===== src/design/assert_macros.svh =====
// Shared assertion helpers, clocked on clk_i and quiet during reset.
`ifndef ASSERT_MACROS_SVH
`define ASSERT_MACROS_SVH

`define HBF_ASSERT(lbl, prop) \
  lbl: assert property (@(posedge clk_i) disable iff (!rst_ni) prop) \
    else $error("hbf assertion failed");

`define HBF_ASSERT_NEVER(lbl, cond) `HBF_ASSERT(lbl, !(cond))

`endif


===== src/design/hbf_pkg.sv =====
`default_nettype none
package hbf_pkg;

  localparam int CW = 32;
  localparam int WF = 16;
  localparam int WW = WF + 1;

  localparam logic [WW-1:0] W_ONE     = WW'(1 << WF);
  localparam logic [18:0]   THREE_ONE = 19'(3 * (1 << WF));
  localparam logic [14:0]   FLAT_FULL = 15'd25600;
  // floor(y / 25) = (y * RCP) >> 26 for y below 2^21
  localparam logic [21:0]   RCP       = 22'd2684355;

  localparam logic [2:0] CFG_CENTER_X   = 3'd0;
  localparam logic [2:0] CFG_CENTER_Y   = 3'd1;
  localparam logic [2:0] CFG_RADIUS     = 3'd2;
  localparam logic [2:0] CFG_STRENGTH   = 3'd3;
  localparam logic [2:0] CFG_FALLOFF    = 3'd4;
  localparam logic [2:0] CFG_SHAPE      = 3'd5;
  localparam logic [2:0] CFG_MODE       = 3'd6;
  localparam logic [2:0] CFG_TARGET     = 3'd7;

  localparam logic [1:0] SHAPE_LINEAR = 2'd0;
  localparam logic [1:0] SHAPE_SMOOTH = 2'd1;
  localparam logic [1:0] SHAPE_SPHERE = 2'd2;
  localparam logic [1:0] SHAPE_TIP    = 2'd3;

  localparam logic [1:0] MODE_RAISE   = 2'd0;
  localparam logic [1:0] MODE_LOWER   = 2'd1;
  localparam logic [1:0] MODE_FLATTEN = 2'd2;

  typedef enum logic [1:0] {WK_ZERO, WK_FULL, WK_BAND} wkind_e;

  typedef struct packed {
    logic signed [CW-1:0] vertex_x;
    logic signed [CW-1:0] vertex_y;
    logic signed [CW-1:0] vertex_z;
  } vertex_t;

  typedef struct packed {
    logic signed [CW-1:0] new_height;
    logic [WW-1:0]        brush_weight;
    logic                 changed;
  } result_t;

  typedef struct packed {
    logic          inr;
    logic [23:0]   ax;
    logic [23:0]   ay;
    logic [CW-1:0] vz;
  } mid_item_t;

  typedef struct packed {
    logic [CW-1:0] center_x;
    logic [CW-1:0] center_y;
    logic [23:0]   radius;
    logic [23:0]   strength;
    logic [WW-1:0] falloff;
    logic [1:0]    shape;
    logic [1:0]    mode;
    logic [CW-1:0] target;
  } cfg_t;

endpackage
`default_nettype wire


===== src/design/hbf_queue.sv =====
`default_nettype none
module hbf_queue (
  input  logic               clk_i,
  input  logic               rst_ni,
  input  logic               wr_en_i,
  input  hbf_pkg::mid_item_t wr_item_i,
  output logic               full_o,
  input  logic               rd_en_i,
  output hbf_pkg::mid_item_t rd_item_o,
  output logic               nonempty_o
);
  import hbf_pkg::*;

  mid_item_t   mem_q [4];
  logic [1:0]  wp_q, rp_q;
  logic [2:0]  cnt_q;

  assign full_o     = cnt_q == 3'd4;
  assign nonempty_o = cnt_q != 3'd0;
  assign rd_item_o  = mem_q[rp_q];

  always_ff @(posedge clk_i or negedge rst_ni) begin
    if (!rst_ni) begin
      wp_q  <= '0;
      rp_q  <= '0;
      cnt_q <= '0;
    end else begin
      if (wr_en_i) wp_q <= wp_q + 2'd1;
      if (rd_en_i) rp_q <= rp_q + 2'd1;
      cnt_q <= cnt_q + 3'(wr_en_i) - 3'(rd_en_i);
    end
  end

  always_ff @(posedge clk_i) begin
    if (wr_en_i) begin
      mem_q[wp_q] <= wr_item_i;
    end
  end

endmodule
`default_nettype wire


===== config.mk =====
export PLATFORM = sky130hd
export DESIGN_NAME = hbf_queue
export DESIGN_NICKNAME = d
export VERILOG_FILES = /design/src/design/assert_macros.svh /design/src/design/hbf_pkg.sv /design/src/design/hbf_queue.sv
export SDC_FILE = /design/constraint.sdc
export NUM_CORES = 1
export LEC_CHECK = 0
export BUFFER_PORTS_ARGS = -buffer_cell sky130_fd_sc_hd__buf_2
export CAP_MARGIN = 30
export CORE_MARGIN = 10
export CORE_UTILIZATION = 51
export DETAILED_ROUTE_END_ITERATION = 6
export PLACE_DENSITY_LB_ADDON = 0.1
export SLEW_MARGIN = 20
export SYNTH_ARGS = -nofsm -noshare
export SYNTH_HDL_FRONTEND = slang
export SYNTH_SLANG_ARGS = --single-unit

===== constraint.sdc =====
create_clock -name clk_i -period 3.15 [get_ports clk_i]
set_clock_uncertainty 0.05 [all_clocks]
set_input_delay 0 -clock clk_i [delete_from_list [all_inputs] [get_ports clk_i]]
set_output_delay 0 -clock clk_i [all_outputs]
set_load 0.03 [all_outputs]

==> impl_results.md <==
- Clock Latency Late Sink: 0.49 ns
- Power per cell area: 973 nW/um^2
- Hold Crit Class: in -> reg
- Setup violators final: 0
- Max-slew headroom: 55.0%
- Sink Count: 331
- Die Ht: 174 microns
- Avg Cell Area, Syn: 26.4 sq um
- Post-Syn Nets: 549
- Residual DRC: 0
- Final slew viol count: 0
- Core Region: 23400 sq um
- Minimum clock period: 2.33 ns
- Yosys top cell by area: edfxtp_1
- DP HPWL: 14000 microns
- Max Clk Rate: 429 MHz
- Crit path buf inv count: 2
- Post-Syn Area: 12100 sq um
- Ratio of cells with drive above 1 in the final layout: 40.9%
- GP Congestion: 0.682
- Synth top cells by count: edfxtp_1, mux4_2, buf_2, buf_6, dfrtp_1
- CP Launch Type: flip-flop
- Critical path's top delay family: buffers and inverters
- CTS tree: yes
- Clock transition at path regs: 0.06 ns
- Antenna violations before repair: 0
- Status: finished clean
- Synth area leaders: edfxtp_1, mux4_2, dfrtp_1, buf_6, ha_1
- Leak: 5.33 nW
- Critical path class: reg -> out
- Top-area cell type share of the netlist area: 80.5%
- Synth async-reset ratio: 2.11%
- Hold Startpoint: wr_item_i[63]
- Largest net degree at the start of global routing: 43
- Clock root cell: clkbuf_16
- Crit-path slowest cell: mux4_2
- Die width: 174 microns
- Crit. Startpoint: rp_q[0]
- Initial core utilization: 51.6%
- Nets: 831
- Port Buffer Count: 167
- CP Max Fanout: 20
- Wirelength, routed: 23200 microns
- Cts repair resizes: 0
- Ys Warns: 0
- Synth Instances: 457
- Vias in the first global route: 6405
- Die area: 30200 sq um
- Non-Filler Instances: 1079
- Most used DFF post-synth: edfxtp_1
- Fin crit share: 74.0%
- Worst Path Required: 3.10 ns
- Pre-antenna DRT Iters: 4
- Wirelength per Cell: 21.5 microns
- Final ANT Viol Nets: 0
- Flops & latches, synth: 331
- CTS HTree Levels: 2
- RSZ-0062 raised after global routing: no
- Total grt overflow: 0
- Iter 0 DRT Violations: 418
- VDD IR max: 654 uV
- Area grow syn2layout: 26.6%
- CP cell instances: buf_4, mux4_2, buf_2
- Post-synth EDFFs: 324
- Total track usage: 15.5%
- Max-cap check violation count: 0
- Global-route wire length before repair: 36700 microns
- Placed Cells: 937
- Seq/Total Area, Yosys: 82.0%
- Hold Vio Cnt, Final: 0
- Synth unique cells: 16
- Vias: 5655
- Worst-margin pin slew: 0.676 ns
- R2R Path Start: wp_q[0]
- Most common cell in the synthesized netlist: edfxtp_1
- Max clock buf depth: 3
- Rows: 56
- Critical Path Max Stage Delay: 0.61 ns
- # diodes: 0
- Drt via density: 5.24
- Num CTS Buffers: 34
- # IOs: 168
- Crit. End Element: output port
- Setup TNS: 0 ns
- CP arrival: 2.28 ns
registers in the layout, indices dropped and copies added (netlist names):
signal  flops
mem_q     324
cnt_q       3
rp_q        2
wp_q        2
layout by cell type (no fill, tap or decap), drive strengths merged, types with 4 or more instances in the layout:
cell,n
edfxtp,324
buf,179
dlygate4sd3,85
mux4,81
clkbuf,41
clkinv,13
dfrtp,7
inv,6
ha,6
and2,4
path summary, 6_finish.rpt:
check	cells after the start	to	slack [ns]
max reg2reg	4	mem_q[2][64]	1.15
min reg2reg	1	wp_q[0]	0.49
max in group asynchronous	3	rp_q[0]	2.34
min in group asynchronous	3	cnt_q[0]	0.42
max	3	rd_item_o[74]	0.82
min	2	mem_q[0][63]	0.20
report_power, final:
group          switching (W)  leakage [nW]  internal [W]
combinational        0.00310          1.74       0.00186
sequential          0.000286          3.06       0.00576
clock                0.00152         0.535       0.00236
total                0.00490          5.33       0.00998
metrics by stage:
step           area (sq um)  hold slack [ns]  util (%)  power (W)  setup slack [ns]
4_1_cts               15300            0.177      65.4     0.0151             0.735
5_1_grt               15300            0.199      65.4     0.0156             0.667
2_1_floorplan         12100           -0.346         -    0.00972             0.145
6_report              15300            0.199      65.4     0.0149             0.819
3_3_place_gp          13400           -0.212      57.1     0.0111              1.15
3_5_place_dp          13400           -0.206      57.1     0.0112              1.12
repair_timing:
action	4_1_cts	5_1_grt
endpoints found under the hold margin	340	0
hold buffers	85	0
buffers inserted	0	0
logic make-up after synthesis:
kind of cell             after synthesis  share of synthesized area, %
flip-flops                           331                          82.0
multiplexers                          81                          15.1
buffers and inverters                 24                          1.37
AND/OR/NAND/NOR                        8                         0.373
adder cells (fa/ha/maj)                7                         0.787
XOR/XNOR                               5                         0.362
AO/OA/AOI/OAI                          1                        0.0414
metal layers:
metal,vias up,global-route usage [%],routed length (microns)
li1,2525,-,-
met4,0,4.81,404
met1,2947,19.4,9570
met3,32,3.62,1210
met5,-,0,0
met2,151,26.3,12000
final cells by class:
class	instances	area, sq um
Timing Repair Buffer	264	1850
Clock buffer	41	941
Fill cell	1587	8110
Multi-Input combinational cell	102	2020
Inverter	6	22.5
Tap cell	319	399
Clock inverter	16	145
Sequential cell	331	9910
Power figures use the tool's default switching activity.
