[config.mk]
export PLATFORM = sky130hd
export DESIGN_NAME = hbf_front
export DESIGN_NICKNAME = d
export VERILOG_FILES = /design/src/design/assert_macros.svh /design/src/design/hbf_pkg.sv /design/src/design/hbf_front.sv
export SDC_FILE = /design/constraint.sdc
export NUM_CORES = 1
export LEC_CHECK = 0
export ABC_AREA = 1
export BUFFER_PORTS_ARGS = -buffer_cell sky130_fd_sc_hd__buf_2
export CELL_PAD_IN_SITES_DETAIL_PLACEMENT = 0
export CELL_PAD_IN_SITES_GLOBAL_PLACEMENT = 2
export CORE_UTILIZATION = 29
export CTS_CLUSTER_DIAMETER = 100
export CTS_CLUSTER_SIZE = 20
export DETAILED_ROUTE_END_ITERATION = 8
export GPL_TIMING_DRIVEN = 0
export MAX_ROUTING_LAYER = met4
export PLACE_DENSITY = 0.95
export REMOVE_ABC_BUFFERS = 1
export SLEW_MARGIN = 20
export SYNTH_ARGS = -nofsm -noshare
export SYNTH_HDL_FRONTEND = slang
export SYNTH_SLANG_ARGS = --single-unit
[constraint.sdc]
create_clock -name clk_i -period 6.6 [get_ports clk_i]
set_input_delay 0.33 -clock clk_i [delete_from_list [all_inputs] [get_ports clk_i]]
set_output_delay 0.33 -clock clk_i [all_outputs]
set_load 0.05 [all_outputs]
[src/design/assert_macros.svh]
// Shared assertion helpers, clocked on clk_i and quiet during reset.
`ifndef ASSERT_MACROS_SVH
`define ASSERT_MACROS_SVH

`define HBF_ASSERT(lbl, prop) \
  lbl: assert property (@(posedge clk_i) disable iff (!rst_ni) prop) \
    else $error("hbf assertion failed");

`define HBF_ASSERT_NEVER(lbl, cond) `HBF_ASSERT(lbl, !(cond))

`endif

[src/design/hbf_pkg.sv]
`default_nettype none
package hbf_pkg;

  localparam int CW = 32;
  localparam int WF = 16;
  localparam int WW = WF + 1;

  localparam logic [WW-1:0] W_ONE     = WW'(1 << WF);
  localparam logic [18:0]   THREE_ONE = 19'(3 * (1 << WF));
  localparam logic [14:0]   FLAT_FULL = 15'd25600;
  // floor(y / 25) = (y * RCP) >> 26 for y below 2^21
  localparam logic [21:0]   RCP       = 22'd2684355;

  localparam logic [2:0] CFG_CENTER_X   = 3'd0;
  localparam logic [2:0] CFG_CENTER_Y   = 3'd1;
  localparam logic [2:0] CFG_RADIUS     = 3'd2;
  localparam logic [2:0] CFG_STRENGTH   = 3'd3;
  localparam logic [2:0] CFG_FALLOFF    = 3'd4;
  localparam logic [2:0] CFG_SHAPE      = 3'd5;
  localparam logic [2:0] CFG_MODE       = 3'd6;
  localparam logic [2:0] CFG_TARGET     = 3'd7;

  localparam logic [1:0] SHAPE_LINEAR = 2'd0;
  localparam logic [1:0] SHAPE_SMOOTH = 2'd1;
  localparam logic [1:0] SHAPE_SPHERE = 2'd2;
  localparam logic [1:0] SHAPE_TIP    = 2'd3;

  localparam logic [1:0] MODE_RAISE   = 2'd0;
  localparam logic [1:0] MODE_LOWER   = 2'd1;
  localparam logic [1:0] MODE_FLATTEN = 2'd2;

  typedef enum logic [1:0] {WK_ZERO, WK_FULL, WK_BAND} wkind_e;

  typedef struct packed {
    logic signed [CW-1:0] vertex_x;
    logic signed [CW-1:0] vertex_y;
    logic signed [CW-1:0] vertex_z;
  } vertex_t;

  typedef struct packed {
    logic signed [CW-1:0] new_height;
    logic [WW-1:0]        brush_weight;
    logic                 changed;
  } result_t;

  typedef struct packed {
    logic          inr;
    logic [23:0]   ax;
    logic [23:0]   ay;
    logic [CW-1:0] vz;
  } mid_item_t;

  typedef struct packed {
    logic [CW-1:0] center_x;
    logic [CW-1:0] center_y;
    logic [23:0]   radius;
    logic [23:0]   strength;
    logic [WW-1:0] falloff;
    logic [1:0]    shape;
    logic [1:0]    mode;
    logic [CW-1:0] target;
  } cfg_t;

endpackage
`default_nettype wire

[src/design/hbf_front.sv]
`default_nettype none
module hbf_front (
  input  logic             clk_i,
  input  logic             rst_ni,
  input  hbf_pkg::cfg_t    cfg_i,
  input  logic             push_i,
  input  hbf_pkg::vertex_t vtx_i,
  output logic             full_o,
  input  logic             q_full_i,
  output logic             q_wr_o,
  output hbf_pkg::mid_item_t q_item_o
);
  import hbf_pkg::*;

  logic      fv_q, fv_d;
  mid_item_t item_q, item_d;
  logic      adv;
  logic signed [CW:0] dx, dy;
  logic [CW:0] ax, ay;

  always_comb begin
    dx = {vtx_i.vertex_x[CW-1], vtx_i.vertex_x} - {cfg_i.center_x[CW-1], cfg_i.center_x};
    dy = {vtx_i.vertex_y[CW-1], vtx_i.vertex_y} - {cfg_i.center_y[CW-1], cfg_i.center_y};
    ax = dx[CW] ? (~dx + 1'b1) : dx;
    ay = dy[CW] ? (~dy + 1'b1) : dy;
    // bounding box test keeps the squares inside 48 bits
    item_d.inr = (cfg_i.radius != '0) && (ax <= (CW+1)'(cfg_i.radius))
                 && (ay <= (CW+1)'(cfg_i.radius));
    item_d.ax  = ax[23:0];
    item_d.ay  = ay[23:0];
    item_d.vz  = vtx_i.vertex_z;
  end

  assign adv    = !fv_q || !q_full_i;
  assign full_o = !adv;
  assign q_wr_o = fv_q && !q_full_i;
  assign q_item_o = item_q;
  assign fv_d   = adv ? push_i : fv_q;

  always_ff @(posedge clk_i or negedge rst_ni) begin
    if (!rst_ni) begin
      fv_q <= 1'b0;
    end else begin
      fv_q <= fv_d;
    end
  end

  always_ff @(posedge clk_i) begin
    if (adv && push_i) begin
      item_q <= item_d;
    end
  end

endmodule
`default_nettype wire

==> results list, run 1 <==
* Result of the run: finished clean
* Placed Cells: 2675
* Switching part of the total: 0.464
- CTS Buf Count: 9
- After detailed routing, the number of remaining DRC violations is 0.
- Fraction of layout cells with a size suffix above 1: 0.146
- Highest Clock Rate: 204 MHz
- Finished layout cell area: 13600 sq um
- The H-tree generated during clock tree synthesis spans 3 levels.
- Post-synthesis mux area share: 0
* Clock edge transition at the registers on the reported setup and hold paths: 0.06 ns
* Setup clock skew after layout: 0.00654 ns
- Largest fanout of any net on the critical path: 34
- Pre-antenna DRT Iters: 6
- By startpoint and endpoint, the worst setup path is classified as in2reg.
- Synthesized area: 11200 sq um
- Setup violations remaining at the end of the flow were counted as 0.
- Net count of the finished layout: 2557
* Clk root buf: clkbuf_16
* Yosys warnings: 0
* Final GP Congestion: 0.910
- Dividing the detail-routed wire length by the instance count gives 13.1 um.
* Number of cells produced by synthesis: 1898
* Cell internal pwr: 1.50 mW
- # port buffers: 270
* Post-cts hold buffer count: 1
- Once layout is complete, the cells apart from fillers number 2693.
- Class of the most critical hold timing path: in2reg
- Arrival time worst endpoint: 5.11 ns
* Post-synthesis share of cell area spent on and, or, nand and nor gates: 0.413
- Dpl ws: 1.32 ns
- Core region area: 37800 sq um
* Worst path most repeated cell: nand2_1
* Top post-synthesis cells by area: nand2_1 23%, edfxtp_1 22%, inv_1 14%
* PostCTS Resize Cnt: 0
- Vias in the first global route: 11200
* Cell type with the highest aggregate area in the netlist: nand2_1
* DR vias/cell: 4.45
- Layout-stage area growth over the synthesis result: 20.8%
- Final worst path period share: 0.743
* Count of state elements after synthesis: 82
* Global route total overflow: 0
* Number of endpoints with negative hold slack in the final report: 0
- Of the synthesized area, sequential elements account for 0.219.
- Total power divided by cell area: 207 nW/um^2
* Power share of the clock group: 0.196
- Entering global routing, the biggest net connects 35 pins.
- The design draws 2.80 mW.
* Capturing element type of the critical path: flip-flop
* Number of standard-cell rows in the floorplan: 71
- Yosys mapped the design onto 37 distinct sky130hd cell types.
* Switching Power: 1.30 mW
- Leakage: 7.91 nW
* Max Root-Sink Buffers: 2
- For this run, the total global-route usage over all layers was measured as 0.185.
- The initial antenna violation count is 1.
- The detail route stage leaves a number of antenna-violating nets equal to 0.
- Number of slew-limit violations in the final report: 0
- The largest single stage delay on the critical path is 0.51 ns.
- For the pin with the worst max-slew slack, the measured transition is 0.874 ns.
* Post-synth top area share: 0.234
- Die Y-Extent: 199 um
* Wire length of the first global-routing pass: 56300 um
- Of the total power, registers draw 0.248.
- Die outline width: 199 um
* Post-CTS repair timing setup buffer count: 0
- Fraction of registers with async set/reset: 0.0122
- VDD sags by at most 106 uV.
* TritonCTS Sinks: 82
- Syn Area/Cell: 5.91 sq um
- The HPWL after detailed placement is 31700 um.
- Setup repair after global routing left no endpoint under its margin.
- In this run the cell area measured after placement is 13200 sq um.
- Most instantiated flip-flop cell in the synthesis netlist: edfxtp_1
* Worst-Skew Late Latency: 0.34 ns
- CTS tree: built
* Share of the synthesized netlist area taken by xor and xnor gates: 0.0406
- The initial utilization of the core area, before any placement, comes to 0.297.
- Time the worst path needs with I/O delays and setup: 4.91 ns
- The most common cell in the synthesized netlist is nand2_1.
- Top-Level Pins: 348
* Routed WL: 35300 um
- Data on the critical path is required at its endpoint by 6.80 ns.
* Overall via count from detail_route: 12000
* Number of enable flip-flop cells after synthesis: 81
* Arithmetic-cell share of the synthesized area counting full adders, half adders and majority gates: 0.131
* Remaining max-slew budget at the tightest pin: 0.412
* Critical Path Slowest Stage Cell: nand2_2
* Starting DRT DRC Count: 518
- Setup slack on the critical path of the routed design comes to 1.69 ns.
* Die area: 39500 sq um
* Worst setup SP type: primary input
* Main combinational cell family by area after synthesis: simple AND/OR/NAND/NOR gates
- The tool flagged a number of max-cap violations equal to 0.
* Part of the total power dissipated in combinational logic: 0.556
* Utilization of the core after routing: 0.358
- After routing, the total negative slack on setup checks comes to 0 ns.
* Commonest cells in the netlist: 700 x nand2_1, 409 x inv_1, 180 x nor2_1
- Final-layout worst hold slack: 0.161 ns
- Compound-Gate Fraction of Synth Area: 0.0543
metal layers:
layer,vias to the layer above,global-route usage,share of wire
met2,277,0.320,0.47
met5,-,-,0
li1,6463,-,-
met1,5213,0.238,0.47
met3,34,0.0137,0.040
met4,0,0.0325,0.013
worst max-delay path, delay by kind of cell:
family	cells	cell delay, ns
xor gates and xnor gates	1	0.35
adders and majority gates	3	0.93
buffers and inverters	3	0.31
AOI/OAI and AO/OA	2	0.37
and+or+nand+nor	27	2.79
sequential cells by signal (all words and copies together), names as in the netlist:
name      count
fv_q          1
q_item_o     81
layout make-up:
class                   instances  area (sq um)
repair buffers                273          1400
inverters                     416          1560
clock buffers                  12           256
flip-flops and latches         82          2460
well taps                     511           639
fillers                      4309         24300
multi-input cells            1394          7170
clock inverters                 4          73.8
diodes                          1          2.50
kinds of logic (layout without fill, tap and decap cells):
logic type | after synthesis | count (layout)
adder cells (fa/ha/maj) | 116 | 116
flip-flops | 82 | 82
AND/OR/NAND/NOR | 1117 | 1117
buffers and inverters | 422 | 705
other | 0 | 1
AO/OA/AOI/OAI | 112 | 112
XOR/XNOR | 49 | 49
placed cells by master, fill, tap and decap left out, drive strengths merged:
| cell type | synthesis | final |
|---|---|---|
| and2 | 2 | 2 |
| a21oi | 60 | 60 |
| a211oi | 2 | 2 |
| nor4 | 8 | 8 |
| nand2 | 708 | 708 |
| and3 | 1 | 1 |
| o21a | 1 | 1 |
| nor2 | 187 | 187 |
| bufinv | 0 | 2 |
| a21o | 3 | 3 |
| xor2 | 42 | 42 |
| nand3 | 141 | 141 |
| o21bai | 5 | 5 |
| nor3 | 15 | 15 |
| o21ai | 35 | 35 |
| ha | 114 | 114 |
| buf | 6 | 272 |
| nand4 | 42 | 42 |
| xnor2 | 7 | 7 |
| dlygate4sd3 | 0 | 1 |
| clkinv | 0 | 2 |
| inv | 416 | 416 |
| dfrtp | 1 | 1 |
| a31oi | 4 | 4 |
| diode | 0 | 1 |
| nand3b | 13 | 13 |
| a21boi | 1 | 1 |
| o31ai | 1 | 1 |
| fa | 2 | 2 |
| clkbuf | 0 | 12 |
| edfxtp | 81 | 81 |
power groups by stage:
stage	Sequential, mW	Combinational (mW)	Clock, mW
finish	0.695	1.56	0.549
global route	0.699	1.77	0.579
CTS	0.696	1.57	0.559
global placement	0.709	1.54	0
floorplan	0.911	0.926	0
detailed placement	0.706	1.57	0
path summary, 6_finish.rpt:
kind / startpoint / endpoint / slack [ns] / cells after the start
min in group asynchronous: rst_ni / fv_q / 0.29 / 2
min: vtx_i[18] / q_item_o[18] / 0.16 / 1
min reg2reg: fv_q / fv_q / 0.50 / 2
max: cfg_i[133] / q_item_o[80] / 1.69 / 36
max reg2reg: fv_q / q_item_o[76] / 4.68 / 5
max in group asynchronous: rst_ni / fv_q / 6.23 / 2
No activity file was read; power rests on OpenSTA's default activity.
==> inputs of run 2 (changes only) <==
--- a/config.mk
+++ b/config.mk
@@ -5,7 +5,7 @@
 export SDC_FILE = /design/constraint.sdc
 export NUM_CORES = 1
 export LEC_CHECK = 0
-export ABC_AREA = 1
+export ABC_AREA = 0
 export BUFFER_PORTS_ARGS = -buffer_cell sky130_fd_sc_hd__buf_2
 export CELL_PAD_IN_SITES_DETAIL_PLACEMENT = 0
 export CELL_PAD_IN_SITES_GLOBAL_PLACEMENT = 2
@@ -15,7 +15,7 @@
 export DETAILED_ROUTE_END_ITERATION = 8
 export GPL_TIMING_DRIVEN = 0
 export MAX_ROUTING_LAYER = met4
-export PLACE_DENSITY = 0.95
+export PLACE_DENSITY = 0.89
 export REMOVE_ABC_BUFFERS = 1
 export SLEW_MARGIN = 20
 export SYNTH_ARGS = -nofsm -noshare
==> constraint.sdc (replaced) <==
create_clock -name clk_i -period 5.09 [get_ports clk_i]
set_input_delay 0.2545 -clock clk_i [delete_from_list [all_inputs] [get_ports clk_i]]
set_output_delay 0.2545 -clock clk_i [all_outputs]
set_load 0.05 [all_outputs]
==> results list, run 2 <==
- Wire length of the first global-routing pass: 48400 um (-14%)
* Top post-synthesis cells by area: edfxtp_1 25%, ha_1 15%, a21oi_1 5.2%
- Traced cell by cell, the critical path runs through buf_6 > inv_4 > ha_4 > inv_2 > fa_2 > a21o_1 > a31oi_2 > o21bai_1 > a2111o_1 > or2_1 > or3_4 > nor4_4 > a31oi_1 > xnor2_1 > ha_1 > a2111oi_2 > nand2_1 > a211o_1 > a21oi_4 > o311ai_4 > a2111oi_4 > nand3_2 > a2111oi_4.
- Residual antenna-violating net count after detailed routing: 0 (unchanged)
- The H-tree depth reported by CTS was 3 (unchanged).
- The highest ir drop seen on vdd came to 158 uV (+49%).
* Final worst path period share: 1.01
* Total power divided by cell area: 285 nW/um^2 (+38%)
- Antenna violations before repair: 3 (+2)
* Final setup violation count: 1 (+1)
* Fraction of registers with async set/reset: 0.0122 (unchanged)
- Share of synthesized area occupied by flip-flops and latches: 0.254 (+0.0351)
- Yosys warnings: 0 (unchanged)
- Dpl ws: -2.04 ns (-3.36 ns)
- The number of I/O port buffers came to 270 (unchanged).
* Number of slew-limit violations in the final report: 0 (unchanged)
- The switching power was 1.60 mW (+23%).
* Core region area: 32700 sq um (-14%)
* Syn Area/Cell: 8.46 sq um (+43%)
* Max Root-Sink Buffers: 2 (unchanged)
- Final-layout worst hold slack: 0.0756 ns (-0.0851 ns)
- Leakage: 5.56 nW (-30%)
* Post-DP HPWL: 26600 um (-16%)
* GR Util All Layers: 0.189 (+0.00366)
* Commonest cells in the netlist: 114 x ha_1, 108 x inv_1, 100 x a21oi_1
* Routed WL: 32400 um (-8.3%)
* Post-synth top area share: 0.251 (+0.0173)
* Number of standard-cell rows in the floorplan: 66 (-7.0%)
- TritonCTS built the clock tree.
* Worst setup SP type: primary input
- The worst-margin pin slew was 0.690 ns (-0.185 ns).
- The clock-pin slew on the worst setup and hold paths is 0.07 ns (about the same).
* Most common library cell in the layout ignoring fill and taps: buf_2
- Highest Clock Rate: 195 MHz
- Register share of total power: 0.254 (+0.006)
- Clk root buf: clkbuf_16
- The starting density of the core was 0.296 (-0.000769).
* Arrival time worst endpoint: 5.30 ns (+0.19 ns)
- The final standard cell utilization of the core came to 0.381 (+0.0230).
* Power share of the clock group: 0.183 (-0.013)
* Class of the most critical hold timing path: in2reg
- Layout-stage area growth over the synthesis result: 28.9%
- The number of fill cells is 3425 (-21%).
- The synthesized flop and latch total came to 82 (unchanged).
- Part of the total power dissipated in combinational logic: 0.563 (+0.007)
- Net count of the finished layout: 1810 (-29%)
* Number of design rule violations left after detail routing: 0 (unchanged)
- Among all flip-flop cells after synthesis, the most frequent one is edfxtp_1.
- The first-iteration detailed-routing DRC count came to 592 (+14%).
- The share of post-route cells with drive strength above 1 is 0.293 (+0.147).
- The via count of the first global-routing pass was 8840 (-21%).
- Final TNS setup: -0.0345 ns (-0.0345 ns)
* Largest fanout of any net on the critical path: 5 (-85%)
- TritonCTS Sinks: 82 (unchanged)
- The library cells used most frequently in the layout, excluding fill and tap cells, are 269 x buf_2, 109 x ha_1, 106 x inv_1, 95 x nand2_1, 90 x a21oi_1.
* Number of endpoints with negative hold slack in the final report: 0 (unchanged)
- CTS Buf Count: 9 (unchanged)
- The count of different cell masters after synthesis came to 92 (+150%).
* Maximum cell stage delay along the critical path: 0.46 ns (-0.05 ns)
* Required time of the critical path: 5.26 ns (-1.54 ns)
* Capturing element type of the critical path: flip-flop
- Time the worst path needs with I/O delays and setup: 5.12 ns
* Smallest setup slack after layout: -0.0345 ns (-1.73 ns)
- Violations in the final reports: negative setup slack
- The total vias in the final route came to 9738 (-19%).
- The most common cell in the synthesized netlist is ha_1.
* Placed standard-cell area: 11500 sq um (-13%)
- Worst setup path class: in2reg
* Critical Path Slowest Stage Cell: a2111o_1
- Cell type with the highest aggregate area in the netlist: edfxtp_1
- The largest net degree at the start of global routing came to 28 (-20%).
- The count of mapped cells out of synthesis is 1144 (-40%).
- Result of the run: complete, but fails checks
- The per-cell routed wire length was 17.2 um (+31%).
* Top-Level Pins: 348 (unchanged)
- The die height came to 185 um (-7.1%).
* Unrepaired setup endpoints after global routing: yes
- The floorplan die area is 34100 sq um (-14%).
- The aggregate global routing overflow is 0 (unchanged).
- Pre-antenna DRT Iters: 5 (-1)
- Placed Cells: 1825 (-32%)
* DR vias/cell: 5.18 (+16%)
- Setup clock skew after layout: 0.00808 ns (+0.00154 ns)
* Finished layout cell area: 12500 sq um (-8.0%)
* Die outline width: 185 um (-7.1%)
* Largest register FFs: 81 (unchanged)
* Final Power: 3.55 mW (+27%)
- The max capacitance violation total is 0 (unchanged).
- The clock insertion delay at the later pin of the skew report was 0.36 ns (+0.02 ns).
- The worst-case headroom to the max-slew limit came to 0.537 (+0.125).
- Worst path most repeated cell: a2111oi_4
* Synthesized area: 9670 sq um (-14%)
- Final Non-Filler Cells: 1879 (-30%)
- Cell internal pwr: 1.95 mW (+30%)
* Switching part of the total: 0.451 (-0.0125)
- The global placement routability congestion was 0.885 (-2.8%).
- The number of enable-type register cells in the synthesized netlist was 81 (unchanged).
==> run 2: changes by cell type after synthesis, sizes merged, moves of 13 or more <==
| cell | delta |
|---|---|
| clkbuf | +18 |
| xnor2 | +43 |
| a21o | +32 |
| inv | -308 |
| nor2 | -111 |
| o211ai | +13 |
| nand2 | -612 |
| o21ai | +28 |
| a21oi | +44 |
| nor2b | +18 |
| nand3 | -112 |
==> run 2: final cells by class <==
type | instances | area [sq um] | share of cell area
multi-input combinational | 922 | 7080 | 0.567
sequential | 82 | 2460 | 0.197
timing repair buffer | 306 | 1680 | 0.135
tap | 442 | 553 | 0.0443
inverter | 108 | 408 | 0.0327
clock buffer | 10 | 239 | 0.0192
clock inverter | 6 | 48.8 | 0.00391
antenna | 3 | 7.51 | 0.000602
==> run 2: final timing paths <==
path	start	end	slack (ns)	cells past startpoint
min in group asynchronous	rst_ni	fv_q	0.21	2
worst min-delay path	vtx_i[10]	q_item_o[10]	0.08	1
worst min register to register	fv_q	fv_q	0.69	2
worst max-delay path	vtx_i[32]	q_item_o[80]	-0.03	23
max in group asynchronous	rst_ni	fv_q	4.79	2
worst max register to register	fv_q	q_item_o[70]	3.52	4
==> run 2: logic make-up after synthesis <==
group                    synth area share
AND/OR/NAND/NOR                     0.207
AO/OA/AOI/OAI                       0.233
buffers and inverters              0.0601
adder cells (fa/ha/maj)             0.152
XOR/XNOR                           0.0856
flip-flops                          0.254
multiplexers                      0.00867
==> run 2: metal layers <==
metal  routed length, um  share of wire  global-route usage  vias up
li1                    -              -                   -     4843
met1               15100           0.47               0.254     4573
met2               14600           0.45               0.298      302
met3                2240          0.069              0.0267       20
met4                 420          0.013              0.0433        0
met5                   0              0                   -        -
==> run 2: power groups by stage <==
stage / clock (mW) / sequential, mW / combinational, mW
after global placement: 0 / 0.925 / 1.78
after floorplan: 0 / 1.17 / 1.06
after CTS: 0.657 / 0.905 / 1.93
after detailed placement: 0 / 0.918 / 1.81
final: 0.651 / 0.902 / 2.00
after global routing: 0.684 / 0.908 / 2.20
==> run 2: repair_timing <==
action | 4_1_cts | 5_1_grt
cloned | 2 | 0
endpoints found under the setup margin | 1 | 1
setup buffers | 22 | 10
pin swaps | 39 | 26
resized for setup | 51 | 31
hold buffers | 1 | 0
endpoints found under the hold margin | 1 | 0
==> run 2: critical path, delay by kind of cell <==
family | cells | cell delay [ns]
compound gates | 11 | 2.57
simple gates | 5 | 1.23
fa+ha+maj | 3 | 0.80
xor+xnor | 1 | 0.26
buf+inv | 3 | 0.18
